`src/rtl/lif_pkg.sv`:
```
// Shared types, action codes and the B3/S23 rule for the life automaton step block.
`default_nettype none

package lif_pkg;

  // Default grid size
  localparam int DEF_COLUMNS = 64;
  localparam int DEF_ROWS    = 64;

  // Field widths of the item ports
  localparam int ACTION_W = 2;
  localparam int INDEX_W  = 6;

  // Action codes
  localparam logic [ACTION_W-1:0] ACT_WRITE   = 2'd0;
  localparam logic [ACTION_W-1:0] ACT_READ    = 2'd1;
  localparam logic [ACTION_W-1:0] ACT_ADVANCE = 2'd2;

  // Rule thresholds on the live neighbor count
  localparam logic [3:0] BIRTH_COUNT = 4'd3;
  localparam logic [3:0] SURVIVE_LOW = 4'd2;

  // Control states of the top level
  typedef enum logic [1:0] {
    ST_IDLE,
    ST_READ,
    ST_SWEEP
  } state_t;

  // Three vertically stacked old values of one column: rows r-1, r, r+1
  typedef struct packed {
    logic up;
    logic mid;
    logic down;
  } col_win_t;

  // B3/S23: birth on exactly three, survival on two or three
  function automatic logic life_rule(input logic alive, input logic [3:0] count);
    logic res;
    if (alive) begin
      res = (count >= SURVIVE_LOW) && (count <= BIRTH_COUNT);
    end else begin
      res = (count == BIRTH_COUNT);
    end
    return res;
  endfunction

endpackage

`default_nettype wire

```
`src/rtl/lif_cell.sv`:
```
// One column cell of the generation sweep: holds two old rows, counts neighbors, applies the rule.
`default_nettype none

module lif_cell (
  input  wire                clk,
  input  wire                shift_en,
  input  wire                down_i,
  input  lif_pkg::col_win_t  left_i,
  input  lif_pkg::col_win_t  right_i,
  output lif_pkg::col_win_t  win_o,
  output logic               next_o
);

  logic       up_r;
  logic       up_nxt;
  logic       mid_r;
  logic       mid_nxt;
  logic [3:0] count;

  // rows move up by one as the next row arrives from the store
  always_comb begin
    up_nxt  = shift_en ? mid_r  : up_r;
    mid_nxt = shift_en ? down_i : mid_r;
  end

  always_ff @(posedge clk) begin
    up_r  <= up_nxt;
    mid_r <= mid_nxt;
  end

  // window seen by both neighbors
  assign win_o = '{up: up_r, mid: mid_r, down: down_i};

  // eight neighbors: three left, three right, above and below
  assign count = {3'b000, left_i.up}  + {3'b000, left_i.mid}  + {3'b000, left_i.down}
               + {3'b000, right_i.up} + {3'b000, right_i.mid} + {3'b000, right_i.down}
               + {3'b000, up_r}       + {3'b000, down_i};

  assign next_o = lif_pkg::life_rule(mid_r, count);

endmodule

`default_nettype wire

```
`src/rtl/lif_cell_row.sv`:
```
// Row of column cells that turns a stream of old rows into new rows, borders kept.
`default_nettype none

module lif_cell_row #(
  parameter int COLUMNS = lif_pkg::DEF_COLUMNS
) (
  input  wire                clk,
  input  wire                shift_en,
  input  wire  [COLUMNS-1:0] down_i,
  output logic [COLUMNS-1:0] next_row_o
);

  lif_pkg::col_win_t win   [COLUMNS];
  lif_pkg::col_win_t left  [COLUMNS];
  lif_pkg::col_win_t right [COLUMNS];
  logic [COLUMNS-1:0] cell_next;

  for (genvar c = 0; c < COLUMNS; c++) begin : g_cell
    // neighbor windows, zero beyond the grid edge
    if (c == 0) begin : g_left_edge
      assign left[c] = '0;
    end else begin : g_left
      assign left[c] = win[c-1];
    end
    if (c == COLUMNS - 1) begin : g_right_edge
      assign right[c] = '0;
    end else begin : g_right
      assign right[c] = win[c+1];
    end

    lif_cell u_cell (
      .clk      (clk),
      .shift_en (shift_en),
      .down_i   (down_i[c]),
      .left_i   (left[c]),
      .right_i  (right[c]),
      .win_o    (win[c]),
      .next_o   (cell_next[c])
    );

    // border columns keep their old value
    if (c == 0 || c == COLUMNS - 1) begin : g_border
      assign next_row_o[c] = win[c].mid;
    end else begin : g_inner
      assign next_row_o[c] = cell_next[c];
    end
  end

endmodule

`default_nettype wire

```
`config.mk`:
```
export PLATFORM = sky130hd
export DESIGN_NAME = lif_cell_row
export DESIGN_NICKNAME = d
export VERILOG_FILES = /design/src/rtl/lif_pkg.sv /design/src/rtl/lif_cell.sv /design/src/rtl/lif_cell_row.sv
export SDC_FILE = /design/constraint.sdc
export NUM_CORES = 1
export LEC_CHECK = 0
export ABC_AREA = 1
export BUFFER_PORTS_ARGS = -buffer_cell sky130_fd_sc_hd__buf_2
export CORE_ASPECT_RATIO = 0.6
export CORE_MARGIN = 5
export CORE_UTILIZATION = 60
export CTS_CLUSTER_SIZE = 40
export DETAILED_ROUTE_END_ITERATION = 8
export PLACE_DENSITY = 0.8
export SYNTH_ARGS = -nofsm -noshare
export SYNTH_HDL_FRONTEND = slang
export SYNTH_SLANG_ARGS = --single-unit
```
`constraint.sdc`:
```
create_clock -name clk -period 5.1 [get_ports clk]
set_clock_uncertainty 0.2 [all_clocks]
set_input_delay 1.275 -clock clk [delete_from_list [all_inputs] [get_ports clk]]
set_output_delay 1.275 -clock clk [all_outputs]
set_load 0.02 [all_outputs]
```
==> metrics.txt <==
# TYPE chip_impl_metric gauge
chip_impl_info{name="status",value="complete, but fails checks"} 1
chip_impl_info{name="failing_checks",value="negative setup slack"} 1
chip_impl_metric{name="worst-endpoint-required",unit="ns"} 3.62
chip_impl_metric{name="number_of_routed_nets_with_antenna_violations",unit=""} 0
chip_impl_info{name="clock_tree_from_tritoncts",value="built"} 1
chip_impl_metric{name="ir_worst_vdd",unit="mV"} 0.194
chip_impl_metric{name="detail_route.first_pass.iterations",unit=""} 5
chip_impl_metric{name="power_per_cell_area",unit="nW/µm²"} 335
chip_impl_info{name="cts.root.buffer_cell",value="clkbuf_16"} 1
chip_impl_metric{name="global_route.overflow_total",unit=""} 0
chip_impl_metric{name="dr_vias",unit=""} 10742
chip_impl_metric{name="number_of_global_route_vias_before_repair",unit=""} 11743
chip_impl_metric{name="synth.ff_latch_count",unit=""} 128
chip_impl_metric{name="fin_util",unit=""} 0.721
chip_impl_metric{name="grt_pass1_wl",unit="mm"} 55.1
chip_impl_metric{name="slew_headroom",unit=""} 0.492
chip_impl_metric{name="timing.setup.tns",unit="ns"} -1.26
chip_impl_metric{name="synth_area_per_cell",unit="µm²"} 9.40
chip_impl_metric{name="final_layout_size_suffix_gt1_frac",unit=""} 0.263
chip_impl_metric{name="insertedDiodeCount",unit=""} 0
chip_impl_metric{name="layout_worst_path_cycle_share",unit=""} 1.02
chip_impl_metric{name="syn_nets",unit=""} 2220
chip_impl_metric{name="met3_wirelength",unit="mm"} 1.24
chip_impl_metric{name="mappedNetlistArea",unit="µm²"} 16200
chip_impl_metric{name="finalSetupViolCount",unit=""} 38
chip_impl_info{name="worstSetupEndpointType",value="primary output"} 1
chip_impl_metric{name="design_power_total",unit="W"} 0.00639
chip_impl_metric{name="gp_congestion",unit=""} 0.834
chip_impl_metric{name="cts_num_sinks",unit=""} 128
chip_impl_metric{name="clk-insertion-delay-late",unit="ns"} 0.44
chip_impl_metric{name="htree_num_levels",unit=""} 4
chip_impl_metric{name="least_margin_pin_slew",unit="ns"} 0.761
chip_impl_metric{name="preCtsSetupSlack",unit="ns"} -0.256
chip_impl_metric{name="area_of_all_sequential_standard_cells",unit="µm²"} 3840
chip_impl_metric{name="grt_use_total",unit=""} 0.226
chip_impl_metric{name="numPortBuffers",unit=""} 129
chip_impl_metric{name="antenna_violations_before_repair",unit=""} 0
chip_impl_metric{name="cts_buffers",unit=""} 17
chip_impl_info{name="unrepaired_setup_endpoints_after_global_routing",value="true"} 1
chip_impl_metric{name="timing.critical_path.arrival",unit="ns"} 3.72
chip_impl_metric{name="die_area",unit="µm²"} 30400
chip_impl_metric{name="iteration_0_drc_markers",unit=""} 449
chip_impl_metric{name="rows",unit=""} 46
chip_impl_metric{name="hold_viol",unit=""} 0
chip_impl_metric{name="die_h",unit="µm"} 137
chip_impl_info{name="netlist_top_cells_area",value="fa_1 31%, edfxtp_1 24%, inv_1 15%"} 1
chip_impl_metric{name="effective_utilization_at_floorplan",unit=""} 0.611
chip_impl_metric{name="num_io_pins",unit=""} 130
chip_impl_metric{name="area_growth",unit="%"} 18.0
chip_impl_info{name="synth_largest_area_cell",value="fa_1"} 1
chip_impl_metric{name="num-fill-cells",unit=""} 1884
chip_impl_metric{name="p_leak",unit="nW"} 9.96
chip_impl_metric{name="finalMaxSlewViolations",unit=""} 0
chip_impl_metric{name="detailroute.wirelength.met2",unit="mm"} 16.4
chip_impl_metric{name="nets",unit=""} 2365
chip_impl_metric{name="core_area",unit="µm²"} 26500
chip_impl_metric{name="yosysSeqAreaShare",unit=""} 0.238
chip_impl_metric{name="timing.final.crit_period",unit="ns"} 5.20
chip_impl_info{name="startpoint_class_of_the_critical_path",value="input pin"} 1
chip_impl_info{name="path_class",value="input pin to primary output"} 1
chip_impl_metric{name="maxClockFrequency",unit="MHz"} 192
chip_impl_info{name="min_path_type",value="flip-flop to flip-flop"} 1
chip_impl_info{name="route.top_layer_used",value="met4"} 1
chip_impl_metric{name="post-synth-top-area-fraction",unit=""} 0.307
chip_impl_metric{name="cts.reportedPaths.clkPinSlew",unit="ns"} 0.06
chip_impl_metric{name="setup_ws",unit="ns"} -0.0956
chip_impl_metric{name="synth.lib_cells_used.distinct",unit=""} 12
chip_impl_metric{name="wl_per_cell",unit="µm"} 14.9
chip_impl_metric{name="wirelength",unit="mm"} 33.3
chip_impl_metric{name="grt_start_max_net_pins",unit=""} 71
chip_impl_metric{name="fin_worst_hold_slack",unit="ns"} 0.254
chip_impl_metric{name="cp_max_fo",unit=""} 3
chip_impl_metric{name="detail_route.wirelength.met1",unit="mm"} 14.9
chip_impl_metric{name="netlist_instances",unit=""} 1720
chip_impl_metric{name="post-dp-hpwl",unit="mm"} 26.2
chip_impl_metric{name="die_width",unit="µm"} 222
chip_impl_metric{name="yosysWarnings",unit=""} 0
chip_impl_metric{name="area_of_the_multi_input_gates",unit="µm²"} 9780
chip_impl_metric{name="remaining_drc_errors",unit=""} 0
chip_impl_metric{name="cts_max_path_buffers",unit=""} 2
chip_impl_metric{name="cap_viol_max_count",unit=""} 0
chip_impl_metric{name="vias_per_cell",unit=""} 4.81
## Yosys cell counts, drive strengths merged
master and n:
fa 248, nand2 222, buf 64, ha 186
nand3 36, nor2 88, edfxtp 128, inv 660
nand3b 26, a21oi 62
## through the flow
step / std cells / area, µm²
2_1_floorplan: 1720 / 16200
4_1_cts: 2231 / 18500
3_5_place_dp: 2194 / 17200
5_1_grt: 2235 / 19100
6_report: 2235 / 19100
3_3_place_gp: 2194 / 17200
## final timing paths
| check | start | to | slack, ns | depth (start not counted) |
|---|---|---|---|---|
| worst max register to register | g_cell[16].u_cell.mid_r$_DFFE_PP_ | g_cell[16].u_cell.up_r$_DFFE_PP_ | 4.16 | 0 |
| worst min register to register | g_cell[62].u_cell.mid_r$_DFFE_PP_ | g_cell[62].u_cell.up_r$_DFFE_PP_ | 0.25 | 0 |
| worst max-delay path | down_i[36] | next_row_o[37] | -0.1 | 10 |
| worst min-delay path | g_cell[62].u_cell.mid_r$_DFFE_PP_ | g_cell[62].u_cell.up_r$_DFFE_PP_ | 0.25 | 0 |
## layer usage
metal	vias up	track usage
met4	0	0.0766
li1	5218	-
met2	195	0.384
met1	5275	0.300
met3	54	0.0384
met5	-	0
## cells in the final DEF, fill, tap and decap left out
cell type	netlist	layout
a21oi_1	26	25
a21oi_2	36	36
a21oi_4	0	1
buf_12	0	1
buf_2	0	9
buf_4	64	99
buf_6	0	67
buf_8	0	14
bufinv_16	0	2
clkbuf_1	0	2
clkbuf_16	0	17
clkinv_1	0	4
clkinv_2	0	3
clkinvlp_4	0	1
edfxtp_1	128	128
fa_1	248	159
fa_2	0	89
ha_1	186	186
inv_1	660	584
inv_2	0	20
inv_4	0	25
inv_6	0	27
inv_8	0	4
nand2_1	222	222
nand3_1	36	5
nand3_2	0	31
nand3b_1	26	26
nor2_1	52	41
nor2_2	36	47
## registers in the layout, indices dropped and copies added (netlist names)
name and count:
g_cell.u_cell.up_r 64, g_cell.u_cell.mid_r 64
## where the power goes
part	total, W	internal [W]	switching, W
Sequential	0.00131	0.00125	0.0000545
Clock	0.00119	0.000700	0.000489
Combinational	0.00389	0.00174	0.00215
## critical path, cell delays in order
cell and delay [ns]:
buf_4 0.10, inv_4 0.05, fa_1 0.55, fa_1 0.46, fa_2 0.38, fa_1 0.44
inv_1 0.07, nand3_2 0.08, a21oi_2 0.17, buf_6 0.15
## logic make-up (layout without fill, tap and decap cells)
logic type	count (synthesis)	after routing	share of synthesized area
buf+inv	724	879	0.183
fa+ha+maj	434	434	0.451
flops	128	128	0.238
compound gates	62	62	0.0275
simple gates	372	372	0.101
## layout make-up
| class | count | area share |
|---|---|---|
| multi-input combinational | 868 | 0.513 |
| sequential | 128 | 0.201 |
| clock buffer | 19 | 0.0227 |
| timing repair buffer | 190 | 0.0929 |
| clock inverter | 10 | 0.00511 |
| inverter | 660 | 0.142 |
| tap | 360 | 0.0236 |
## what timing repair did
action,CTS,global route
pin swaps,32,31
hold buffers,0,0
cloned,0,0
endpoints found under the setup margin,62,62
setup buffers,8,4
hold endpoints to repair,0,0
resized for setup,328,172
No activity file was read; power rests on OpenSTA's default activity.
